File: config.mk
export PLATFORM = sky130hd
export DESIGN_NAME = slps_mul
export DESIGN_NICKNAME = d
export VERILOG_FILES = /design/src/rtl/signed_log_likelihood_pair_score_top_macros.svh /design/src/rtl/slps_pkg.sv /design/src/rtl/slps_mul.sv
export SDC_FILE = /design/constraint.sdc
export NUM_CORES = 2
export LEC_CHECK = 0
export ABC_AREA = 1
export BUFFER_PORTS_ARGS = -buffer_cell sky130_fd_sc_hd__buf_4
export CAP_MARGIN = 15
export CORE_MARGIN = 3
export CORE_UTILIZATION = 56
export CTS_CLUSTER_SIZE = 14
export DETAILED_ROUTE_END_ITERATION = 10
export PLACE_DENSITY = 0.73
export SETUP_SLACK_MARGIN = 0.05
export SLEW_MARGIN = 40
export SYNTH_ARGS = -nofsm -noshare
export SYNTH_HDL_FRONTEND = slang
export SYNTH_SLANG_ARGS = --single-unit
File: constraint.sdc
create_clock -name clk -period 9.4 [get_ports clk]
set_input_delay 0.47 -clock clk [delete_from_list [all_inputs] [get_ports clk]]
set_output_delay 0.47 -clock clk [all_outputs]
set_load 0.01 [all_outputs]
File: src/rtl/signed_log_likelihood_pair_score_top_macros.svh
// Assertion helpers for the RTL file that checks its own logic (slps_back).
// Each macro expects signals named clk and arst_n in the module that uses it.
`ifndef SIGNED_LOG_LIKELIHOOD_PAIR_SCORE_TOP_MACROS_SVH
`define SIGNED_LOG_LIKELIHOOD_PAIR_SCORE_TOP_MACROS_SVH

// The consequent must hold in the same cycle as the antecedent.
`define SLPS_ASSERT_SAME(label, ante, cons) \
	label: assert property (@(posedge clk) disable iff (!arst_n) (ante) |-> (cons)) \
		else $error("slps assertion failed");

// The consequent must hold in the cycle after the antecedent.
`define SLPS_ASSERT_NEXT(label, ante, cons) \
	label: assert property (@(posedge clk) disable iff (!arst_n) (ante) |=> (cons)) \
		else $error("slps assertion failed");

`endif

File: src/rtl/slps_pkg.sv
`timescale 1ns / 1ps
`default_nettype none
package slps_pkg;

	localparam int IN_WIDTH   = 40;
	localparam int EXP_WIDTH  = 56;
	localparam int EVID_WIDTH = 41;
	localparam int LN_BITS    = 48;
	localparam logic [63:0] LN2_Q62 = 64'h2C5C85FDF473DE6B;

	typedef enum logic [3:0] {
		ST_OK          = 4'd0,
		ST_LEFT_ZERO   = 4'd1,
		ST_RIGHT_ZERO  = 4'd2,
		ST_PAIR_LEFT   = 4'd3,
		ST_PAIR_RIGHT  = 4'd4,
		ST_FLAG_MISM   = 4'd5,
		ST_LEFT_TOTAL  = 4'd6,
		ST_RIGHT_TOTAL = 4'd7,
		ST_CELL_EXCESS = 4'd8
	} status_t;

	typedef struct packed {
		logic        start;
		logic [63:0] a;
		logic [63:0] b;
	} mul_req_t;

	typedef struct packed {
		logic         done;
		logic [127:0] p;
	} mul_rsp_t;

endpackage
`default_nettype wire

File: src/rtl/slps_mul.sv
`timescale 1ns / 1ps
`default_nettype none
module slps_mul (
	input  logic               clk,
	input  logic               arst_n,
	input  slps_pkg::mul_req_t req,
	output slps_pkg::mul_rsp_t rsp
);

	logic [63:0]  a_q, b_q;
	logic [2:0]   step_q;
	logic [2:0]   prev;
	logic         busy_q, done_q;
	logic [63:0]  pp_s1;
	logic [127:0] acc_q;
	logic [127:0] pp_sh;
	logic [31:0]  a_half, b_half;

	// Partial products in order: low*low, low*high, high*low, high*high.
	assign a_half = step_q[1] ? a_q[63:32] : a_q[31:0];
	assign b_half = step_q[0] ? b_q[63:32] : b_q[31:0];
	assign prev   = step_q - 3'd1;

	always_comb begin
		unique case (prev[1:0])
			2'd0:       pp_sh = {64'd0, pp_s1};
			2'd1, 2'd2: pp_sh = {32'd0, pp_s1, 32'd0};
			2'd3:       pp_sh = {pp_s1, 64'd0};
			default:    pp_sh = '0;
		endcase
	end

	always_ff @(posedge clk or negedge arst_n) begin
		if (!arst_n) begin
			busy_q <= 1'b0;
			step_q <= '0;
			done_q <= 1'b0;
		end else begin
			done_q <= 1'b0;
			if (req.start) begin
				busy_q <= 1'b1;
				step_q <= '0;
			end else if (busy_q) begin
				step_q <= step_q + 3'd1;
				if (step_q == 3'd4) begin
					busy_q <= 1'b0;
					done_q <= 1'b1;
				end
			end
		end
	end

	always_ff @(posedge clk) begin
		if (req.start) begin
			a_q   <= req.a;
			b_q   <= req.b;
			acc_q <= '0;
		end else if (busy_q) begin
			if (step_q <= 3'd3) begin
				pp_s1 <= a_half * b_half;
			end
			if (step_q >= 3'd1) begin
				acc_q <= acc_q + pp_sh;
			end
		end
	end

	assign rsp.done = done_q;
	assign rsp.p    = acc_q;

endmodule
`default_nettype wire

# [Yosys cells after proc, flatten, opt, wreduce, memory -nomap -nowiden]
# Index checks and enable logic that the tools add are counted.
[word_totals] reg_bits=325 input_bits=131 output_inout_bits=129 wordCells=34
[op_classes] add_sub_neg=3 n_mul=1 order_cmp=2 eq_ne=4 n_mux=11 bitwise_logic=1 n_reduce_logical=5
[ops] operator="$pmux W128 S3" n=1
[ops] operator="$add A128 B128 Y128" n=1
[ops] operator="$mul A32 B32 Y64" n=1
[ops] operator="$mux W32" n=2
[ops] operator="$mux W1" n=6
[ops] operator="$mux W3" n=2
[ops] operator="$eq A2 B2 Y1 const B" n=2
[ops] operator="$add A3 B1 Y3 const B" n=1
[ops] operator="$eq A3 B3 Y1 const B" n=1
[ops] operator="$ge A3 B1 Y1 const B" n=1
[ops] operator="$le A3 B2 Y1 const B" n=1
[ops] operator="$reduce_and A3 Y1" n=1
[ops] operator="$eq A2 B1 Y1 const B" n=1
[ops] operator="$logic_not A2 Y1" n=1
[ops] operator="$reduce_and A2 Y1" n=1
[ops] operator="$reduce_bool A2 Y1" n=1
[ops] operator="$reduce_or A2 Y1" n=1
[ops] operator="$sub A2 B1 Y2 const B" n=1
[ops] operator="$not A1 Y1" n=1

# [Depth between registers and ports, before layout]
[depth] depth_word=5 depth_mapped=36 mapped_depth_nobuf=32

# [Worst setup path after synthesis]
# Ideal clock, no wire load.
[synth_path] path_kind="reg-to-reg" from="reg step_q[0]" to="reg pp_s1[56], data pin" setup_time_ps=256 arrival_time_ps=6995 t_required_ps=9144 setup_slack_ps=2148 stages_incl_launch_ff=31 path_buffers=3 synth_period_minus_slack_ps=7252 path_cell_list="dfrtp_1 -> buf_4 -> inv_2 -> clkbuf_1 -> or2_2 -> o21ai_1 -> buf_2 -> nor2_1 -> fa_1 -> inv_1 -> fa_1 -> fa_1 -> fa_1 -> inv_1 -> fa_1 -> fa_1 -> fa_1 -> inv_1 -> fa_1 -> inv_1 -> ha_1 -> a21oi_1 -> o21a_1 -> a21boi_0 -> nand2_1 -> nand2_1 -> nand3_1 -> nand2_1 -> inv_1 -> o21bai_1 -> nand2_1"
[synth_between] elab_chain_len=2
[synth_rtl] item="start: declaration" line="slps_mul.sv:11" text="logic [2:0] step_q;"
[synth_rtl] item="start signal: assignment" line="slps_mul.sv:44" text="step_q <= step_q + 3'd1;"
[synth_rtl] item="$mux W32" line="slps_mul.sv:21" text="assign b_half = step_q[0] ? b_q[63:32] : b_q[31:0];"
[synth_rtl] item="$mul A32 B32 Y64" line="slps_mul.sv:60" text="pp_s1 <= a_half * b_half;"
[synth_rtl] item="end signal: assignment" line="slps_mul.sv:60"
[synth_rtl] item="end: declaration" line="slps_mul.sv:14" text="logic [63:0] pp_s1;"
# No other way between the ends.
# A chain may end at the register's enable or synchronous reset.

# [Worst setup path in the final report]
[layout_path] from="reg step_q[1]" to="reg pp_s1[57], data pin"
[layout_between] elab_chain_len=2
[layout_rtl] item="$mux W32" line="slps_mul.sv:20" text="assign a_half = step_q[1] ? a_q[63:32] : a_q[31:0];"
[layout_rtl] item="$mul A32 B32 Y64" line="slps_mul.sv:60"
# No other way between the ends.

==> results list <==
- Summed over all layers, the routed wires come to 246 mm.
- Yosys reg bits: 325
* Fin Hold WS: 222 ps
- Final Hold Fails: 0
- The worst setup path is captured at a flip-flop.
* Routability cong.: 1.11
* Max frequency: 113 MHz
* Max Slew Vio Count: 0
* Die extent in x: 332 µm
* Number of buffers created by CTS: 43
- TritonCTS built the clock tree.
- Warnings, synthesis: 0
* CP arrival: 9280 ps
- Maximum capacitance violations: 0
* Run status: finished clean
* Critical path class: reg2reg
* Post-DRT Antenna Nets: 0
* Number of antenna violations at the first check in global routing: 3
- The first global-routing pass estimated 361 mm of wire.
* Footprint of the multi-input gates: 0.0420 mm²
* RSZ-0062 raised after global routing: no
* Buffers from clock root to sink, at most: 3
* Clock Pin Slew Worst Setup and Hold Paths: 80 ps
* Final nets: 10,200
- Floorplan die height: 332 µm
- Yosys mapped the design onto 43 distinct sky130hd cell types.
- Critical path's top delay family: adder cells
* Number of global-route vias before repair: 58,300
- Area of the core: 0.104 mm²
- The slowest stage of the critical path is the fa_1 cell.
- Setup violations remaining at the end of the flow were counted as 0.
- Adding up every negative setup slack in the final design gives 0 ps.
- Clock Latency Late Sink: 680 ps
- Via count: 56,900
- Congestion Overflow GR: 0
- Sequential cell area: 0.00846 mm²
* Largest net degree at the start of global routing: 143
* Post-route fraction of the period consumed by the critical path: 94.0%
* Clock sinks: 325
- Asr flop ratio synth: 1.54%
- In this design, the critical path's most frequently occurring cell is fa_1.
* Synthesized net count: 9,889
- Once layout is complete, the utilization of the core stands at 63.3%.
- Critical Path Fanout Max: 36
- The clock period could shrink to 8840 ps.
- DRC errors left: 0
- Clock tree synthesis selected as its root buffer the cell clkbuf_16.
* WP buf/inv: 8
- Post-synthesis area per instance: 7.01 µm²
- Cell row count: 118
- Slew @ Worst Pin: 954 ps
- The post-route netlist has 6.71% of its cells at a drive strength greater than 1.
* Post-Syn Instances: 8,467
* Total global-route track usage: 44.4%
* Routed via count divided by cell count: 5.58
* Kind of launch point of the worst setup path: flip-flop
- Number of flops mapped to enable cells by yosys: 192
- Among all flip-flop cells after synthesis, the most frequent one is edfxtp_1.
* Post-synthesis sequential area ratio: 14.2%
- The synthesized netlist occupies a cell area of 0.0594 mm².
* H-Tree Level Count: 2
* Length of the first detailed-routing pass in iterations: 8
- Once detailed placement completed, the half-perimeter wirelength came to 200 mm.
* Detail-routed net length per standard cell: 24.1 µm
- Min-Delay Path Class: in2async
- Die Area: 0.110 mm²
- In this run the tool buffered the top-level ports with 259 buffer cells.
* Boundary pin count: 260
* Largest stage delay, worst path: 590 ps
* Layout fillers: 9,354
- Headroom to the max-slew limit came out at 36.3%.
* Required time reported for the critical path endpoint: 9840 ps
* Starting density of the core: 56.9%
- Initial drt markers: 6,079
- Area growth from synthesis to layout: 11.2%
- Final Skew: 38.3 ps
==> layer usage <==
metal  routed length [µm]  share of wire [%]  vias to the layer above  GRT usage [%]
met3                28200                 11                     1108           12.7
met4                25200                 10                        2           35.1
met5                    8             0.0032                        -              0
li1                     -                  -                    25400              -
met2               108000                 44                     3739           69.7
met1                85300                 35                    26700           51.1
==> worst reg2reg max path, delay by kind of cell (launching register included) <==
kind,cells,cell delay [ps]
buf+inv,8,1590
fa+ha+maj,9,4310
simple gates,9,1090
compound gates,5,1070
flops,1,550
==> synth_stat cells (all sizes together), types with 12 or more instances <==
| master | count | share of area, % |
|---|---|---|
| xor2 | 97 | 1.4 |
| a21oi | 176 | 1.5 |
| buf | 83 | 0.74 |
| nand4 | 20 | 0.21 |
| nor2 | 1268 | 8.0 |
| nand2 | 2244 | 14 |
| edfxtp | 192 | 9.7 |
| clkinv | 20 | 0.13 |
| ha | 394 | 8.3 |
| o32ai | 32 | 0.47 |
| nor3 | 38 | 0.33 |
| a21o | 18 | 0.23 |
| o21ai | 195 | 1.8 |
| o22ai | 33 | 0.35 |
| nand3 | 188 | 1.6 |
| o21bai | 15 | 0.19 |
| or2 | 64 | 0.67 |
| dfxtp | 128 | 4.3 |
| xnor2 | 20 | 0.29 |
| fa | 897 | 30 |
| inv | 2142 | 14 |
| o211ai | 13 | 0.16 |
| clkbuf | 148 | 0.94 |
| a31oi | 12 | 0.13 |
==> kinds of logic (layout without fill, tap and decap cells) <==
family          Yosys count  count (layout)  synth area share [%]
fa+ha+maj              1291            1291                  38.5
other cells               0               2                     0
compound gates          510             510                  5.04
buf+inv                2393            2754                  15.3
flops                   325             325                  14.2
simple gates           3831            3831                  25.1
xor+xnor                117             117                  1.73
==> layout by cell type (no fill, tap or decap), types with 33 or more instances in the layout <==
cell type and count:
a21oi_1 175, o21ai_2 47, xor2_1 97, nand2_1 2243, o21ai_0 103, ha_1 393, inv_1 2131, o22ai_1 33
or2_2 64, o21ai_1 37, dfxtp_1 128, nand3_1 188, dlygate4sd3_1 129, nor3_1 36, clkbuf_16 43, buf_4 377
edfxtp_1 192, fa_1 897, nor2_1 1266
==> per-stage QoR <==
stage,std cells,cell area (µm²),worst slack [ps]
floorplan,8467,59400,2150
global placement,9998,63200,-75.2
detailed placement,10000,63200,559
CTS,10200,66000,578
global route,10200,66000,216
finish,10200,66000,560
==> state kept, by name, indices dropped and copies added, names as in the netlist <==
register and count:
busy_q 1, done_q 1, acc_q 128, b_q 64, a_q 64, step_q 3
pp_s1 64
==> path summary, 6_finish.rpt <==
path | cells past startpoint | endpoint | startpoint | slack, ps
max in group asynchronous | 2 | step_q[0]$_DFFE_PN0P_ | arst_n | 8920
min in group clk | 4 | acc_q[86]$_SDFFE_PP0P_ | req[128] | 320
hold reg to reg | 2 | acc_q[0]$_SDFFE_PP0P_ | acc_q[0]$_SDFFE_PP0P_ | 520
hold / removal | 2 | done_q$_DFF_PN0_ | arst_n | 220
setup reg to reg | 31 | pp_s1[57]$_DFFE_PP_ | step_q[1]$_DFFE_PN0P_ | 560
setup / recovery | 31 | pp_s1[57]$_DFFE_PP_ | step_q[1]$_DFFE_PN0P_ | 560
==> area by class of cell <==
type | instances | area share, %
multi-input combinational | 5749 | 63.7
tap | 1380 | 2.62
inverter | 2162 | 12.3
timing repair buffer | 513 | 6.40
clock inverter | 26 | 0.481
antenna | 2 | 0.00758
clock buffer | 53 | 1.73
sequential | 325 | 12.8
==> what timing repair did <==
item                                    4_1_cts  5_1_grt
setup buffers                                 0        0
endpoints found under the setup margin        0        1
hold buffers                                129        0
resized for setup                             0        1
hold endpoints to repair                    133        0
Power is not shown: default switching activity piles up to over one toggle a cycle in this logic, so the estimate is an artifact.
