<file path="config.mk">
export PLATFORM = sky130hd
export DESIGN_NAME = slps_front
export DESIGN_NICKNAME = d
export VERILOG_FILES = /design/src/rtl/signed_log_likelihood_pair_score_top_macros.svh /design/src/rtl/slps_pkg.sv /design/src/rtl/slps_fifo.sv /design/src/rtl/slps_front.sv
export SDC_FILE = /design/constraint.sdc
export NUM_CORES = 1
export LEC_CHECK = 0
export BUFFER_PORTS_ARGS = -buffer_cell sky130_fd_sc_hd__buf_2
export CORE_ASPECT_RATIO = 0.5
export CORE_MARGIN = 2
export CORE_UTILIZATION = 27
export DETAILED_ROUTE_END_ITERATION = 8
export PLACE_DENSITY_LB_ADDON = 0.25
export SYNTH_ARGS = -nofsm -noshare
export SYNTH_HDL_FRONTEND = slang
export SYNTH_SLANG_ARGS = --single-unit
</file>
<file path="constraint.sdc">
create_clock -name clk -period 15.2 [get_ports clk]
set_input_delay 0.76 -clock clk [delete_from_list [all_inputs] [get_ports clk]]
set_output_delay 0.76 -clock clk [all_outputs]
set_load 0.02 [all_outputs]
</file>
<file path="src/rtl/signed_log_likelihood_pair_score_top_macros.svh">
// Assertion helpers for the RTL file that checks its own logic (slps_back).
// Each macro expects signals named clk and arst_n in the module that uses it.
`ifndef SIGNED_LOG_LIKELIHOOD_PAIR_SCORE_TOP_MACROS_SVH
`define SIGNED_LOG_LIKELIHOOD_PAIR_SCORE_TOP_MACROS_SVH

// The consequent must hold in the same cycle as the antecedent.
`define SLPS_ASSERT_SAME(label, ante, cons) \
	label: assert property (@(posedge clk) disable iff (!arst_n) (ante) |-> (cons)) \
		else $error("slps assertion failed");

// The consequent must hold in the cycle after the antecedent.
`define SLPS_ASSERT_NEXT(label, ante, cons) \
	label: assert property (@(posedge clk) disable iff (!arst_n) (ante) |=> (cons)) \
		else $error("slps assertion failed");

`endif

</file>
<file path="src/rtl/slps_pkg.sv">
`timescale 1ns / 1ps
`default_nettype none
package slps_pkg;

	localparam int IN_WIDTH   = 40;
	localparam int EXP_WIDTH  = 56;
	localparam int EVID_WIDTH = 41;
	localparam int LN_BITS    = 48;
	localparam logic [63:0] LN2_Q62 = 64'h2C5C85FDF473DE6B;

	typedef enum logic [3:0] {
		ST_OK          = 4'd0,
		ST_LEFT_ZERO   = 4'd1,
		ST_RIGHT_ZERO  = 4'd2,
		ST_PAIR_LEFT   = 4'd3,
		ST_PAIR_RIGHT  = 4'd4,
		ST_FLAG_MISM   = 4'd5,
		ST_LEFT_TOTAL  = 4'd6,
		ST_RIGHT_TOTAL = 4'd7,
		ST_CELL_EXCESS = 4'd8
	} status_t;

	typedef struct packed {
		logic        start;
		logic [63:0] a;
		logic [63:0] b;
	} mul_req_t;

	typedef struct packed {
		logic         done;
		logic [127:0] p;
	} mul_rsp_t;

endpackage
`default_nettype wire

</file>
<file path="src/rtl/slps_fifo.sv">
`timescale 1ns / 1ps
`default_nettype none
module slps_fifo #(
	parameter int WIDTH = 8,
	parameter int DEPTH = 2
) (
	input  logic             clk,
	input  logic             arst_n,
	input  logic             push,
	output logic             full,
	input  logic [WIDTH-1:0] din,
	input  logic             pop,
	output logic             empty,
	output logic [WIDTH-1:0] dout
);

	localparam int AW   = (DEPTH > 1) ? $clog2(DEPTH) : 1;
	localparam int CNTW = $clog2(DEPTH + 1);

	logic [WIDTH-1:0] mem_q [DEPTH];
	logic [AW-1:0]    wptr_q, rptr_q;
	logic [CNTW-1:0]  count_q;
	logic             do_push, do_pop;

	assign full    = (count_q == CNTW'(DEPTH));
	assign empty   = (count_q == '0);
	assign do_push = push && !full;
	assign do_pop  = pop && !empty;
	assign dout    = mem_q[rptr_q];

	always_ff @(posedge clk or negedge arst_n) begin
		if (!arst_n) begin
			wptr_q  <= '0;
			rptr_q  <= '0;
			count_q <= '0;
		end else begin
			if (do_push) begin
				wptr_q <= (wptr_q == AW'(DEPTH - 1)) ? '0 : wptr_q + 1'b1;
			end
			if (do_pop) begin
				rptr_q <= (rptr_q == AW'(DEPTH - 1)) ? '0 : rptr_q + 1'b1;
			end
			if (do_push && !do_pop) begin
				count_q <= count_q + 1'b1;
			end else if (do_pop && !do_push) begin
				count_q <= count_q - 1'b1;
			end
		end
	end

	always_ff @(posedge clk) begin
		if (do_push) begin
			mem_q[wptr_q] <= din;
		end
	end

endmodule
`default_nettype wire

</file>
<file path="src/rtl/slps_front.sv">
`timescale 1ns / 1ps
`default_nettype none
module slps_front #(
	parameter int COUNT_WIDTH = 40
) (
	input  logic                     clk,
	input  logic                     arst_n,
	input  logic                     push,
	output logic                     full,
	input  logic [COUNT_WIDTH-1:0]   left_total,
	input  logic [COUNT_WIDTH-1:0]   right_total,
	input  logic [COUNT_WIDTH-1:0]   joint_total,
	input  logic                     pair_seen,
	input  logic [COUNT_WIDTH-1:0]   corpus,
	input  logic                     q_pop,
	output logic                     q_empty,
	output logic [3*COUNT_WIDTH+3:0] q_data
);

	slps_pkg::status_t       status;
	logic [COUNT_WIDTH:0]    room;

	// Room left for the left count once the right-only cell is taken out.
	assign room = {1'b0, corpus} - {1'b0, right_total} + {1'b0, joint_total};

	always_comb begin
		priority if (left_total == '0) begin
			status = slps_pkg::ST_LEFT_ZERO;
		end else if (right_total == '0) begin
			status = slps_pkg::ST_RIGHT_ZERO;
		end else if (joint_total > left_total) begin
			status = slps_pkg::ST_PAIR_LEFT;
		end else if (joint_total > right_total) begin
			status = slps_pkg::ST_PAIR_RIGHT;
		end else if (pair_seen != (joint_total != '0)) begin
			status = slps_pkg::ST_FLAG_MISM;
		end else if (left_total > corpus) begin
			status = slps_pkg::ST_LEFT_TOTAL;
		end else if (right_total > corpus) begin
			status = slps_pkg::ST_RIGHT_TOTAL;
		end else if ({1'b0, left_total} > room) begin
			status = slps_pkg::ST_CELL_EXCESS;
		end else begin
			status = slps_pkg::ST_OK;
		end
	end

	slps_fifo #(
		.WIDTH(3 * COUNT_WIDTH + 4),
		.DEPTH(2)
	) u_queue (
		.clk   (clk),
		.arst_n(arst_n),
		.push  (push),
		.full  (full),
		.din   ({status, joint_total, right_total, left_total}),
		.pop   (q_pop),
		.empty (q_empty),
		.dout  (q_data)
	);

endmodule
`default_nettype wire

</file>
# Word level (Yosys, flattened, before mapping)
# Memory sizes are Yosys's and may differ from the RTL's.
# Cells that the tools add are included.
[word_totals]
regBits = 4
ramBits = 248
input_bits = 165
out_inout_bits = 126
memories = 1
[op_classes]
n_addsub = 6
order_cmp = 5
n_eq_ne = 2
muxes = 14
n_reduce_logical = 13
[memory_table]
columns = ["memory", "words", "width", "rd", "rd_ports_with_merged_regs", "wr", "line", "rtl"]
rows = [
  ["u_queue.mem_q", 2, 124, 1, 0, 1, "slps_fifo.sv:20", "logic [WIDTH-1:0] mem_q [DEPTH];"],
]
[ops]
columns = ["operator", "count"]
rows = [
  ["$gt A40 B40 Y1", 4],
  ["$logic_not A40 Y1", 2],
  ["$add A41 B40 Y41", 1],
  ["$gt A40 B41 Y1", 1],
  ["$sub A40 B40 Y41", 1],
  ["$reduce_bool A40 Y1", 1],
  ["$mux W4", 8],
  ["$logic_and A1 B1 Y1", 4],
  ["$logic_not A1 Y1", 4],
  ["$mux W1", 4],
  ["$mux W2", 2],
  ["$add A1 B1 Y1 const B", 2],
  ["$add A2 B1 Y2 const B", 1],
  ["$eq A2 B2 Y1 const B", 1],
  ["$logic_not A2 Y1", 1],
  ["$reduce_bool A2 Y1", 1],
  ["$sub A2 B1 Y2 const B", 1],
  ["$ne A1 B1 Y1", 1],
]

# Longest topological paths before layout
[depth]
depth_word = 11
mapped_depth = 24

# Modules after synthesis
# A second synthesis with hierarchy kept.
[unflattened]
hier_cells = 1559
area_unflattened_um2 = 17798.3
[by_module_without_submodules]
columns = ["module", "instances", "cells_each", "area_each_um2", "seq_area_each_um2"]
rows = [
  ["slps_fifo", 1, 405, 9341.5, 7547.2],
  ["slps_front", 1, 1154, 8456.9, 0.0],
]

# Least setup slack after synthesis
# OpenSTA, ideal clock, no wires.
[synth_path]
kind = "input -> register"
startpoint = "input push"
endpoint = "memory u_queue.mem_q[0][0] (netlist name) (enable)"
setup_time_ps = 608
t_arrival_ps = 6002
slack_ps = 8589
cell_stages = 2
path_buffers = 0
cell_sequence = "nand2_1 nor2_1"
[synth_via]
elab_chain_len = 3
[synth_rtl]
columns = ["element", "line", "rtl"]
rows = [
  ["start, declared", "slps_front.sv:8", "input logic push,"],
  ["$logic_and A1 B1 Y1", "slps_fifo.sv:27", "assign do_push = push && !full;"],
  ["$mux W1", "slps_fifo.sv:52", "if (do_push) begin"],
  ["$mux W1 (not written as such)", "slps_fifo.sv:53", "mem_q[wptr_q] <= din;"],
  ["end, declared", "slps_fifo.sv:20", ""],
]
# Every way passes these cells.

# Final worst setup path
[layout_path]
startpoint = "input joint_total[5]"
endpoint = "memory u_queue.mem_q[1][123] (netlist name), data pin"
[layout_via]
elab_chain_len = 10
elab_cells_between_ends = 14
[layout_rtl]
columns = ["element", "line", "rtl"]
rows = [
  ["start, declared", "slps_front.sv:12", "input logic [COUNT_WIDTH-1:0] joint_total,"],
  ["$add A41 B40 Y41", "slps_front.sv:24", "assign room = {1'b0, corpus} - {1'b0, right_total} + {1'b0, joint_total};"],
  ["$gt A40 B41 Y1", "slps_front.sv:41", "end else if ({1'b0, left_total} > room) begin"],
  ["$mux W4", "slps_front.sv:41", ""],
  ["$mux W4", "slps_front.sv:39", "end else if (right_total > corpus) begin"],
  ["$mux W4", "slps_front.sv:37", "end else if (left_total > corpus) begin"],
  ["$mux W4", "slps_front.sv:35", "end else if (pair_seen != (joint_total != '0)) begin"],
  ["$mux W4", "slps_front.sv:33", "end else if (joint_total > right_total) begin"],
  ["$mux W4 (*)", "slps_front.sv:31", "end else if (joint_total > left_total) begin"],
  ["$mux W4 (*)", "slps_front.sv:29", "end else if (right_total == '0) begin"],
  ["$mux W4 (*)", "slps_front.sv:27", "priority if (left_total == '0) begin"],
  ["named net status[3]", "slps_front.sv:20", "slps_pkg::status_t status;"],
]
# Mark *: on every way through the listed nets, which the timed path passes. The rest lies on a longest branch.

==> flow_metrics.tcl <==
set metrics [dict create \
    fin_worst_skew_ns 0.0259 \
    stdcell_area_um2 21100 \
    crit_required_ns 15.57 \
    nNetsFinal 2307 \
    yosys.area.top_type "edfxtp_1" \
    grtUsageTotal_pct 15.6 \
    seqCellArea_um2 7550 \
    firstDrtPassIters 5 \
    synth.area.top_cells "edfxtp_1 (42%), ha_1 (17%), mux2_2 (7.9%), inv_1 (5.4%), fa_1 (4.5%)" \
    grt_pass1_wl_um 79700 \
    timing.slew.headroom_pct 28.4 \
    rsz0062_at_grt "false" \
    crit_path_end_kind "flip-flop" \
    synthArstFlopShare_pct 1.59 \
    ys_seq_area_share_pct 42.7 \
    port_buffers 290 \
    status "completed" \
    layout.cells.non_filler 2767 \
    ys_warn_count 0 \
    worstSetupPathType "input port to flip-flop" \
    cpPeakStageDelay_ns 0.50 \
    clock_sinks 252 \
    drc 0 \
    cts_root_buf "clkbuf_16" \
    multi_input_area_um2 9080 \
    clk_latency_ns 0.58 \
    routed_wirelength_um 54600 \
    placed_cells 2714 \
    crit_buf_inv 3 \
    wirelength_met1_um 24900 \
    cts_tree "built" \
    place_ws_ns 9.07 \
    syn_area_um2 17700 \
    period_share_pct 36.5 \
    cts.reportedPaths.clkPinSlew_ns 0.07 \
    path_cells "buf_2 -> inv_1 -> fa_1 -> inv_1 -> ha_1 -> a21o_1 -> a211o_1 -> o21ai_1 -> o21a_2 -> o21ai_2 -> a21bo_1 -> o41ai_4 -> mux2i_1 -> a2111oi_2 -> ha_1 -> and4_1 -> nand4_1 -> or3_1 -> nor4_1 -> o21ai_1 -> nand4_1 -> o211ai_1 -> nor4_1" \
    numCtsBuffers 27 \
    vdd_drop_max_uv 81.7 \
    fin_setup_tns_ns 0 \
    power_per_cell_area_nw_per_um2 141 \
    ios 291 \
    antenna_found_initial 5 \
    cts_setup_buffers 0 \
    wl_met2_um 26600 \
    dieArea_um2 67700 \
    layout_setup_ws_ns 9.66 \
    topRoutingLayerUsed "met4" \
    crit_arrival_ns 5.91 \
    wl_per_cell_um 19.7 \
    holdWs_ns 0.443 \
    vias_per_cell 4.69 \
    htreeDepth 1 \
    ant_nets 0 \
    path_max_fanout 6 \
    fp.dieW_um 366 \
    die_h_um 185 \
    critPathSlowestCell "fa_1" \
    ys.flop_type "edfxtp_1" \
    worst_pin_slew_ns 1.07 \
    final_util_pct 32.6 \
    dp_hpwl_um 43000 \
    grt_pass1_vias 12917 \
    drtIter0Drc 675 \
    slew_violations 0 \
    maxCapViolCount 0 \
    nFillCells 6690 \
    period_needed_ns 5.54 \
    synth_cells 1561 \
    gp_congestion 0.881 \
    netlist.area_leader.share_pct 42.1 \
    start_util_pct 27.2 \
    synth_edf_count 248 \
    num_rows 66 \
    hold_path_class "input port to flip-flop" \
    critPathLaunchType "input port" \
    hold_viol 0 \
    cp_top_family "compound AO/OA/AOI/OAI gates" \
    area_growth_pct 19.5 \
    leakagePower_nw 9.47 \
    place_area_um2 20200 \
    yosysMostFrequentCell "inv_1" \
    grt-ovfl-total 0 \
    layout-drive-gt1-share_pct 25.5 \
    finalSetupViolCount 0 \
    synth_cell_type_count 67 \
    route.vias.total 12974 \
    syn-num-nets 2008 \
    core_area_um2 64900 \
    max_freq_mhz 180 \
    grt_max_degree 69 \
    avgSynthCellArea_um2 11.3 \
    routed-wl-met3_um 1940 \
    p_total_mw 2.98 \
    clock_path_buffers 3 \
    ys_ff_latch 252 \
    synth_common_cells "inv_1 (253), edfxtp_1 (248), ha_1 (242), mux2_2 (124), a21oi_1 (104)" \
]
==> repair_timing <==
| action | 4_1_cts | 5_1_grt |
|---|---|---|
| endpoints found under the hold margin | 4 | 0 |
| hold buffers | 1 | 0 |
| resized for setup | 0 | 0 |
==> logic make-up (layout without fill, tap and decap cells) <==
kind of cell / after synthesis / count (layout) / share of synthesized area [%]
xor gates and xnor gates: 40 / 40 / 1.98
muxes: 126 / 126 / 8.01
other: 0 / 3 / 0
AOI/OAI and AO/OA: 303 / 303 / 11.1
and+or+nand+nor: 276 / 276 / 8.50
adders and majority gates: 282 / 282 / 21.6
buffers and inverters: 282 / 601 / 6.07
DFF: 252 / 252 / 42.7
==> where the power goes <==
group	internal (mW)	total [mW]	switching [mW]
Clock	0.398	0.691	0.294
Combinational	0.497	1.28	0.782
Sequential	0.952	1.01	0.0551
Total	1.85	2.98	1.13
==> cells in the final DEF (no fill, tap or decap), types with 9 or more instances in the layout <==
master,instances
nor3_1,16
o21ai_1,12
xor2_1,17
nand2b_1,13
ha_1,242
xnor2_1,23
nor2_1,39
and4_1,9
mux2_2,124
edfxtp_1,248
nand3_1,16
buf_2,290
a21o_1,69
nor4_1,34
nor2b_1,20
inv_1,253
nand4_1,57
fa_1,40
o21ai_0,39
a21oi_1,104
clkbuf_16,27
nand2_1,48
==> registers in the layout (all words and copies together) (netlist names) <==
name / count
u_queue.count_q: 2
u_queue.mem_q: 248
u_queue.rptr_q: 1
u_queue.wptr_q: 1
==> worst paths after layout <==
check | startpoint | to | slack, ns | cells after the start
min in group asynchronous | arst_n | u_queue.rptr_q | 0.51 | 2
worst min-delay path | joint_total[17] | u_queue.mem_q[0][97] | 0.44 | 1
worst max register to register | u_queue.count_q[0] | u_queue.mem_q[1][98] | 12.47 | 3
worst max-delay path | joint_total[5] | u_queue.mem_q[1][123] | 9.66 | 23
worst min register to register | u_queue.count_q[1] | u_queue.count_q[1] | 0.52 | 1
max in group asynchronous | arst_n | u_queue.rptr_q | 14.55 | 2
==> layer usage <==
layer | up-vias | GRT usage (%)
li1 | 6324 | -
met1 | 6359 | 20.7
met2 | 231 | 27.1
met3 | 60 | 1.99
met4 | 0 | 3.84
met5 | - | 0
==> layout make-up <==
cell class,instances,area share (%)
multi-input cells,1027,43.0
flip-flops and latches,252,35.7
repair buffers,298,7.17
well taps,884,5.24
inverters,254,4.51
clock buffers,29,3.23
clock inverters,20,1.11
diodes,3,0.0355
No activity file was read; power rests on OpenSTA's default activity.
