## src/rtl/signed_log_likelihood_pair_score_top_macros.svh

```systemverilog
// Assertion helpers for the RTL file that checks its own logic (slps_back).
// Each macro expects signals named clk and arst_n in the module that uses it.
`ifndef SIGNED_LOG_LIKELIHOOD_PAIR_SCORE_TOP_MACROS_SVH
`define SIGNED_LOG_LIKELIHOOD_PAIR_SCORE_TOP_MACROS_SVH

// The consequent must hold in the same cycle as the antecedent.
`define SLPS_ASSERT_SAME(label, ante, cons) \
	label: assert property (@(posedge clk) disable iff (!arst_n) (ante) |-> (cons)) \
		else $error("slps assertion failed");

// The consequent must hold in the cycle after the antecedent.
`define SLPS_ASSERT_NEXT(label, ante, cons) \
	label: assert property (@(posedge clk) disable iff (!arst_n) (ante) |=> (cons)) \
		else $error("slps assertion failed");

`endif

```

## src/rtl/slps_fifo.sv

```systemverilog
`timescale 1ns / 1ps
`default_nettype none
module slps_fifo #(
	parameter int WIDTH = 8,
	parameter int DEPTH = 2
) (
	input  logic             clk,
	input  logic             arst_n,
	input  logic             push,
	output logic             full,
	input  logic [WIDTH-1:0] din,
	input  logic             pop,
	output logic             empty,
	output logic [WIDTH-1:0] dout
);

	localparam int AW   = (DEPTH > 1) ? $clog2(DEPTH) : 1;
	localparam int CNTW = $clog2(DEPTH + 1);

	logic [WIDTH-1:0] mem_q [DEPTH];
	logic [AW-1:0]    wptr_q, rptr_q;
	logic [CNTW-1:0]  count_q;
	logic             do_push, do_pop;

	assign full    = (count_q == CNTW'(DEPTH));
	assign empty   = (count_q == '0);
	assign do_push = push && !full;
	assign do_pop  = pop && !empty;
	assign dout    = mem_q[rptr_q];

	always_ff @(posedge clk or negedge arst_n) begin
		if (!arst_n) begin
			wptr_q  <= '0;
			rptr_q  <= '0;
			count_q <= '0;
		end else begin
			if (do_push) begin
				wptr_q <= (wptr_q == AW'(DEPTH - 1)) ? '0 : wptr_q + 1'b1;
			end
			if (do_pop) begin
				rptr_q <= (rptr_q == AW'(DEPTH - 1)) ? '0 : rptr_q + 1'b1;
			end
			if (do_push && !do_pop) begin
				count_q <= count_q + 1'b1;
			end else if (do_pop && !do_push) begin
				count_q <= count_q - 1'b1;
			end
		end
	end

	always_ff @(posedge clk) begin
		if (do_push) begin
			mem_q[wptr_q] <= din;
		end
	end

endmodule
`default_nettype wire

```

## config.mk

```make
export PLATFORM = sky130hd
export DESIGN_NAME = slps_fifo
export DESIGN_NICKNAME = d
export VERILOG_FILES = /design/src/rtl/signed_log_likelihood_pair_score_top_macros.svh /design/src/rtl/slps_fifo.sv
export SDC_FILE = /design/constraint.sdc
export NUM_CORES = 1
export LEC_CHECK = 0
export ABC_AREA = 1
export BUFFER_PORTS_ARGS = -buffer_cell sky130_fd_sc_hd__buf_4
export CORE_MARGIN = 5
export CORE_UTILIZATION = 47
export CTS_BUF_LIST = sky130_fd_sc_hd__clkbuf_8
export DETAILED_ROUTE_END_ITERATION = 12
export PLACE_DENSITY = 0.76
export SYNTH_ARGS = -nofsm -noshare
export SYNTH_HDL_FRONTEND = slang
export SYNTH_SLANG_ARGS = --single-unit
```

## constraint.sdc

```tcl
create_clock -name clk -period 1.25 [get_ports clk]
set_input_delay 0.0625 -clock clk [delete_from_list [all_inputs] [get_ports clk]]
set_output_delay 0.0625 -clock clk [all_outputs]
set_load 0.05 [all_outputs]
```

After elaboration in Yosys (flattened, before gate mapping)
Memories as Yosys holds them, arrays and structs flattened.
Index checks and enable logic that the tools add are counted.
{"block": "op_classes", "add_sub_neg": 4, "eq_ne": 1, "n_mux": 6, "n_reduce_logical": 10}
{"cell": "1-bit logical AND", "n": 4}
{"cell": "1-bit logical NOT", "n": 4}
{"cell": "1-bit 2-to-1 mux", "n": 4}
{"cell": "2-bit 2-to-1 mux", "n": 2}
{"cell": "1-bit adder (second input constant)", "n": 2}
{"cell": "2-bit by 1-bit adder with 2-bit output (second input constant)", "n": 1}
{"cell": "2-bit == test (second input constant)", "n": 1}
{"cell": "2-bit logical NOT", "n": 1}
{"cell": "2-bit nonzero test", "n": 1}
{"cell": "2-bit by 1-bit subtractor with 2-bit output (second input constant)", "n": 1}
{"block": "totals", "reg_bits": 4, "ram_bits": 16, "input_bits": 12, "output_inout_bits": 10, "elab_cells": 25, "memories": 1}
{"memory": "mem_q", "depth": 2, "word_bits": 8, "read_ports": 1, "rd_clocked_by_memory_dff": 0, "wr": 1, "line": "slps_fifo.sv:20", "text": "logic [WIDTH-1:0] mem_q [DEPTH];"}

Depth between registers and ports, before layout
Gate-level depths: netlist (run 1).
{"block": "logic_depth", "ltp_word": 7, "depth_mapped": 9, "mapped_depth_nobuf": 9}

Worst setup path before layout (run 1)
No wires, ideal clock.
{"block": "synth_timing", "kind": "register to register", "startpoint": "reg count_q[0]", "endpoint": "reg count_q[1]", "setup_time_ns": 0.117, "arrival_time_ns": 1.521, "required_time_ns": 1.133, "slack_ns": -0.388, "stages_incl_launch_ff": 8, "n_path_buf": 0, "period_less_slack_ns": 1.638, "path_cell_list": "dfrtp_1 nor2_2 nor2_2 ha_1 inv_1 nand3_1 nand2_1 nand2_1"}
{"block": "synth_between", "elab_chain_cells": 6, "word_cells_on_any_way": 15, "cone_classes": "add/sub (2); eq/ne (1); mux (2); reduce/logical (10)"}
{"item": "start, declared", "line": "slps_fifo.sv:22", "text": "logic [CNTW-1:0] count_q;"}
{"item": "start signal, assigned", "line": "slps_fifo.sv:44", "text": "count_q <= count_q + 1'b1;"}
{"item": "start signal, assigned", "line": "slps_fifo.sv:46", "text": "count_q <= count_q - 1'b1;"}
{"item": "2-bit == test *", "line": "slps_fifo.sv:25", "text": "assign full = (count_q == CNTW'(DEPTH));"}
{"item": "named net full", "line": "slps_fifo.sv:10", "text": "output logic full,"}
{"item": "1-bit logical NOT *", "line": "slps_fifo.sv:27", "text": "assign do_push = push && !full;"}
{"item": "1-bit logical AND *", "line": "slps_fifo.sv:27"}
{"item": "1-bit logical NOT", "line": "slps_fifo.sv:45", "text": "end else if (do_pop && !do_push) begin"}
{"item": "1-bit logical AND", "line": "slps_fifo.sv:45"}
{"item": "2-bit nonzero test (no source line)"}
Mark *: on every way through the listed nets, which the timed path passes. The rest lies on a longest branch. The select of a mux whose other input is x is not followed.
A chain may end at the register's enable or synchronous reset.

Final worst setup path (run 1)
{"block": "layout_timing", "startpoint": "reg count_q[1]", "endpoint": "reg count_q[1]"}
{"block": "layout_between", "elab_chain_cells": 6, "word_cells_on_any_way": 15, "cone_classes": "add/sub (2); eq/ne (1); mux (2); reduce/logical (10)"}
{"item": "2-bit == test / 2-bit logical NOT (equally long branches)", "line": "slps_fifo.sv:25, slps_fifo.sv:26"}
{"item": "1-bit logical NOT (on tied branches)", "line": "slps_fifo.sv:27, slps_fifo.sv:28"}
{"item": "1-bit logical AND (on tied branches)", "line": "slps_fifo.sv:27, slps_fifo.sv:28"}
{"item": "1-bit logical NOT (on tied branches)", "line": "slps_fifo.sv:45, slps_fifo.sv:43"}
{"item": "1-bit logical AND (on tied branches)", "line": "slps_fifo.sv:45, slps_fifo.sv:43"}
{"item": "2-bit nonzero test (no source line) / 2-bit 2-to-1 mux (equally long branches)"}
Several ways; a longest one is shown, not always the timed one. The select of a mux whose other input is x is not followed.

==> results of run 1 <==
## synthesized netlist by cell type
library cell / count
dfrtp_1: 4
buf_2: 1
ha_1: 1
nand2_1: 33
nand3_1: 1
inv_1: 7
inv_2: 1
xnor2_1: 1
edfxtp_1: 16
nor2_1: 2
o21ai_0: 2
nand3b_1: 1
nor2_2: 2
nand4_1: 1
## what timing repair did
| item | CTS | global route |
|---|---|---|
| pin swaps | 2 | 7 |
| gates resized for setup | 9 | 18 |
| buffers inserted | 6 | 2 |
| setup endpoints to repair | 11 | 27 |
| hold endpoints to repair | 16 | 4 |
| hold buffers | 7 | 2 |
## cells by family after synthesis
| kind of cell | after synthesis | share of synthesized area |
|---|---|---|
| DFF | 20 | 0.717 |
| AOI/OAI and AO/OA | 2 | 0.0124 |
| xor gates and xnor gates | 1 | 0.0108 |
| adders and majority gates | 1 | 0.0155 |
| and+or+nand+nor | 40 | 0.201 |
| buffers and inverters | 9 | 0.0433 |
## stage by stage
step	setup TNS (ps)	area [um2]	hold WS, ps	instances
floorplan	-316	821	-233	73
global placement	-275	1030	-137	115
detailed placement	-964	1030	-137	115
CTS	-184	1230	0.905	132
global route	-200	1300	82.1	135
finish	-63.5	1300	71.2	135
## worst max-delay path: cells and delay by family (launching register included)
kind | cells | cell delay, ps
DFF | 1 | 440
and+or+nand+nor | 5 | 370
adders and majority gates | 1 | 230
buffers and inverters | 2 | 140
## how the worst max path moves through the flow
stage,end
6_report,count_q[1]
2_1_floorplan,count_q[1]
4_1_cts,count_q[1]
5_1_grt,count_q[1]
3_5_place_dp,count_q[1]
3_3_place_gp,count_q[1]
## state kept, by name, indices dropped and copies added, names as in the netlist
signal   cells
mem_q       16
wptr_q       1
rptr_q       1
count_q      2
## power by group through the flow
| stage | Clock, mW | Combinational (mW) | Sequential (mW) |
|---|---|---|---|
| 2_1_floorplan | 0 | 1.10 | 1.02 |
| 6_report | 0.407 | 2.01 | 1.06 |
| 4_1_cts | 0.418 | 1.85 | 1.05 |
| 3_3_place_gp | 0 | 1.56 | 1.04 |
| 5_1_grt | 0.453 | 2.14 | 1.09 |
| 3_5_place_dp | 0 | 1.60 | 1.06 |
## final cells by class
| type | instances | area (um2) | area share |
|---|---|---|---|
| multi-input combinational | 44 | 240 | 0.185 |
| tap | 17 | 21.3 | 0.0163 |
| clock inverter | 1 | 3.75 | 0.00288 |
| timing repair buffer | 42 | 368 | 0.283 |
| clock buffer | 3 | 41.3 | 0.0317 |
| sequential | 20 | 584 | 0.449 |
| inverter | 8 | 42.5 | 0.0327 |
## metal layers
layer / up-vias / part of all wire / GRT usage
met5: - / 0 / 0
met4: 0 / 0.015 / 0.0917
met3: 4 / 0.052 / 0.0287
met2: 16 / 0.54 / 0.244
met1: 295 / 0.40 / 0.152
li1: 324 / - / -
==> metrics.md, run 1 <==
| Metric | Value |
|---|---|
| Status | finished, violations left |
| Failing checks | setup timing |
| Setup Crit Path Kind | register to register |
| Die area | 0.00265 mm2 |
| GP Congestion | 0.837 |
| R2R Path End | count_q[1] |
| Synth warn | 0 |
| Drt via density | 4.73 |
| Hold Path End | rptr_q |
| Chip width | 51.5 um |
| P per Cell Area | 2680 mW/mm2 |
| 1st-pass router iterations | 4 |
| Part of the power in registers | 0.305 |
| Psw | 1.55 mW |
| Synth Instances | 73 |
| Post-DP HPWL | 1170 um |
| Clock power share | 0.117 |
| Design internal power | 1.94 mW |
| Placement row count | 15 |
| Max transition margin | 0.845 |
| Ratio of cells with drive above 1 in the final layout | 0.449 |
| Via count | 639 |
| Clock tree from TritonCTS | built |
| CP Cell Sequence | inv_4 > nor2_4 > nor2_4 > ha_4 > inv_2 > nand3_2 > nand2_1 > nand2_1 |
| Yosys top cell area share | 0.594 |
| Vias in the first global route | 641 |
| FMAX | 773 MHz |
| FF-to-FF Start | count_q[1] |
| Nets | 132 |
| DRC | 0 |
| Grt ovf | 0 |
| Switching Share | 0.443 |
| Initial antenna violation count | 0 |
| Skew final | 8.98 ps |
| Worst-path clk slew | 60 ps |
| R2R depth | 8 |
| Slew @ Worst Pin | 231 ps |
| Longest Clk Path Bufs | 2 |
| Most frequent cells in the layout | nand2_1, buf_4, edfxtp_1 |
| Final worst setup slack | -43.4 ps |
| Synth cell types | 14 |
| Top cells by area, synth | edfxtp_1, nand2_1, dfrtp_1, inv_1, ha_1 |
| Post-Place Setup Slack | -166 ps |
| Worst reg-to-reg setup slack | -40 ps |
| Core area | 0.00169 mm2 |
| Final setup viols | 3 |
| WP data arrival | 1430 ps |
| Syn_nets | 86 |
| Crit. End Element | register |
| Unrepaired setup endpoints after global routing | true |
| Combinational power share | 0.578 |
| Worst Hold Class | input port to register |
| Crit path max-delay cell type | dfrtp_2 |
| Tot GR Track Use | 0.140 |
| Syn avg cell area | 11.1 um2 |
| Tot Pwr | 3.49 mW |
| Critical path launch point | count_q[1] |
| Die height | 51.5 um |
| Total Wirelength | 1750 um |
| PortBufs | 21 |
| Netlist Area Pre-Place | 810 um2 |
| Register bit count reported by yosys | 20 |
| Worst-path maximum fanout | 3 |
| Largest net degree at the start of global routing | 12 |
| Final critical-path required period | 1290 ps |
| Startpoint types | register |
| Clk Latency, worst-skew pair | 250 ps |
| Antenna viol nets, final | 0 |
| Peak supply drop | 1.68 mV |
| Final period util | 1.03 |
| Required time worst endpoint | 1390 ps |
| CP max stage delay | 440 ps |
| CTS Sinks | 20 |
| Max_cap viols | 0 |
| DR iter-0 viols | 12 |
| Seq/Total Area, Yosys | 0.717 |
| Core Util, Final | 0.770 |
| Hold_sp | pop |
| Number of CTS-inserted buffers | 3 |
| Ant. Diodes | 0 |
| LEAKAGE | 0.592 nW |
| Area growth syn-to-layout | 60.7% |
| H-tree depth | 1 |
| First-pass GRT wire length | 2680 um |
| Worst Hold Path Cells | 3 |
| CTS Root Cell | clkbuf_8 |
| Initial core utilization | 0.479 |
| Routed length per placed instance | 13.0 um |
| Fillers | 106 |
| Most common cell after layout, fill and taps aside | nand2_1 |
| Post-synth top area cell | edfxtp_1 |
| Fin. Hold Viols | 0 |
| IO Count | 22 |
| Slew Limit Fails | 0 |
(Power assumes the default switching activity.)
==> run 2, diff against run 1 <==
--- a/config.mk
+++ b/config.mk
@@ -6,12 +6,13 @@
 export NUM_CORES = 1
 export LEC_CHECK = 0
 export ABC_AREA = 1
-export BUFFER_PORTS_ARGS = -buffer_cell sky130_fd_sc_hd__buf_4
+export BUFFER_PORTS_ARGS = -buffer_cell sky130_fd_sc_hd__buf_2
 export CORE_MARGIN = 5
 export CORE_UTILIZATION = 47
 export CTS_BUF_LIST = sky130_fd_sc_hd__clkbuf_8
 export DETAILED_ROUTE_END_ITERATION = 12
 export PLACE_DENSITY = 0.76
+export REMOVE_ABC_BUFFERS = 1
 export SYNTH_ARGS = -nofsm -noshare
 export SYNTH_HDL_FRONTEND = slang
 export SYNTH_SLANG_ARGS = --single-unit
==> run 2 against run 1 <==
  * The run still ends with setup timing left
  * Sequential power about the same
  * Total power rose by 7.3%
  * Clock power is 17% higher
  * Die area is the same
  * Flip-flop and latch count did not move
  * Register-to-register slack about the same
  * Design area is 3.8% higher
  * Fmax shrank 1.1%
  * Core utilization is 3.0 points higher
  * Largest power group unchanged
  * Worst hold slack improved by 15 ps
  * Largest cell class unchanged
  * Non-clock buffer count increased by 5
  * Worst setup slack worse by 14 ps
==> metrics.md, run 2 (synthesized netlist as in run 1, its figures left out) <==
| Metric | Value |
|---|---|
| Die height | 51.5 um (unchanged) |
| Worst-path clk slew | 70 ps (about the same) |
| CP Cell Sequence | inv_2 > buf_6 > nor2_4 > nor2_4 > nand2_2 > inv_2 > buf_6 |
| Via count | 664 (+3.9%) |
| Final worst setup slack | -57.8 ps (-14.5 ps) |
| Ratio of cells with drive above 1 in the final layout | 0.480 (+0.0305) |
| PortBufs | 21 (unchanged) |
| Ant. Diodes | 0 (unchanged) |
| Peak supply drop | 1.69 mV (+0.54%) |
| First-pass GRT wire length | 2880 um (+7.7%) |
| Initial antenna violation count | 0 (unchanged) |
| Gr busiest metal | met2 |
| Delay-heaviest family, CP | flip-flops |
| Placement row count | 15 (unchanged) |
| FMAX | 765 MHz (-1.1%) |
| Sequential Area | 582 um2 (-0.43%) |
| Tot Pwr | 3.74 mW (+7.3%) |
| Hold_sp | pop |
| Final period util | 1.05 (+0.0116) |
| Most flop-heavy register | mem_q |
| Required time worst endpoint | 1220 ps (-170 ps) |
| LEAKAGE | 0.620 nW (+4.7%) |
| IO Count | 22 (unchanged) |
| Routed length per placed instance | 13.7 um (+5.6%) |
| Final critical-path required period | 1310 ps (+14.5 ps) |
| Tot GR Track Use | 0.156 (+0.0160) |
| DR iter-0 viols | 11 (-1) |
| Number of CTS-inserted buffers | 3 (unchanged) |
| Max reg flops | 16 (unchanged) |
| Die area | 0.00265 mm2 (unchanged) |
| Initial core utilization | 0.479 (unchanged) |
| Met1 Use GR | 0.175 (+0.0225) |
| Longest Clk Path Bufs | 2 (unchanged) |
| Critical path launch point | count_q[1] |
| GRT met2 Usage | 0.267 (+0.0233) |
| Largest net degree at the start of global routing | 12 (unchanged) |
| Max_cap viols | 0 (unchanged) |
| Biggest regs | mem_q (16), count_q (2) |
| Total Wirelength | 1920 um (+9.5%) |
| Area growth syn-to-layout | 66.9% |
| CP max stage delay | 410 ps (-30 ps) |
| Post-Place Setup Slack | -202 ps (-36.6 ps) |
| Most common cell after layout, fill and taps aside | nand2_1 |
| Chip width | 51.5 um (unchanged) |
| Clk Latency, worst-skew pair | 250 ps (about the same) |
| Fin. Hold Viols | 0 (unchanged) |
| Slew @ Worst Pin | 251 ps (+20.1 ps) |
| Failing checks | setup timing |
| Dpl cell area | 0.00101 mm2 (-2.5%) |
| Clock tree from TritonCTS | built |
| Final setup viols | 17 (+14) |
| Antenna viol nets, final | 0 (unchanged) |
| H-tree depth | 1 (unchanged) |
| Worst Hold Class | input port to register |
| CTS Sinks | 20 (unchanged) |
| Max transition margin | 0.834 (-0.0112) |
| CTS Root Cell | clkbuf_8 |
| Grt ovf | 0 (unchanged) |
| Setup Crit Path Kind | register to register |
| Crit. End Element | register |
| Startpoint types | register |
| Area taken by multi-input logic gates | 255 um2 (+6.3%) |
| Vias in the first global route | 648 (+1.1%) |
| P per Cell Area | 2770 mW/mm2 (+3.4%) |
| Most frequent cells in the layout | nand2_1, edfxtp_1, buf_4 |
| Status | finished, violations left |
| WP buf/inv | 4 (+2) |
| M3 GR Usage | 0.0372 (+0.00860) |
| WP data arrival | 1280 ps (-150 ps) |
| Fillers | 100 (-5.7%) |
| Slew Limit Fails | 0 (unchanged) |
| FF-to-FF Start | count_q[1] |
| Core area | 0.00169 mm2 (unchanged) |
| GP Congestion | 0.796 (-4.9%) |
| Worst-path maximum fanout | 4 (+1) |
| Drt via density | 4.74 (+0.20%) |
| Skew final | 5.70 ps (-3.28 ps) |
| 1st-pass router iterations | 4 (unchanged) |
| Unrepaired setup endpoints after global routing | true |
| DRC | 0 (unchanged) |
| Post-route cell area | 0.00135 mm2 (+3.8%) |
| Crit path max-delay cell type | dfrtp_1 |
| Nets | 137 (+3.8%) |
| Post-DP HPWL | 1160 um (-0.57%) |
-- run 2: changes by cell type in the layout (fill, tap and decap cells not counted), sizes merged --
cell / change
buf: +5
clkbuf: +1
clkinv: -1
-- run 2: timing repair --
item	CTS	global route
hold buffers	8	1
resized for setup	25	18
buffers inserted	4	3
pin swaps	8	7
hold endpoints to repair	18	1
setup endpoints to repair	28	28
cloned	0	0
-- run 2: stage by stage --
| stage | setup TNS, ps | instances | hold slack [ps] | utilization |
|---|---|---|---|---|
| floorplan | -3110 | 72 | -233 | - |
| global placement | -975 | 120 | -126 | 0.596 |
| detailed placement | -1920 | 120 | -127 | 0.596 |
| CTS | -337 | 136 | 5.04 | 0.739 |
| global route | -1370 | 140 | 94.3 | 0.800 |
| finish | -541 | 140 | 86.1 | 0.800 |
-- run 2: worst paths after layout --
check | to | slack (ps) | cells after the start
max in group asynchronous | rptr_q | 990 | 2
hold reg to reg | wptr_q | 490 | 2
setup / recovery | mem_q[0][2] | -60 | 7
min in group asynchronous | count_q[1] | 130 | 2
setup reg to reg | mem_q[0][2] | -60 | 7
hold / removal | rptr_q | 90 | 3
-- run 2: area by class of cell --
type	count	area share
clock buffer	4	0.0407
inverter	8	0.0259
multi-input combinational	44	0.189
sequential	20	0.431
tap	17	0.0157
timing repair buffer	47	0.298
-- run 2: power breakdown --
group	switching (mW)	internal, mW	leakage [nW]
logic	1.31	0.926	0.396
registers	0.100	0.930	0.196
clock network	0.197	0.280	0.0288
-- run 2: worst register-to-register path, cell delays in order, from the launching register on --
cell and delay, ps:
dfrtp_1 410, inv_2 90, buf_6 110, nor2_4 40, nor2_4 110, nand2_2 90
inv_2 70, buf_6 110
-- run 2: routing by layer --
layer  vias up  share of wire
li1        337              -
met1       301           0.38
met2        22           0.56
met5         -              0
met4         0          0.014
met3         4          0.051
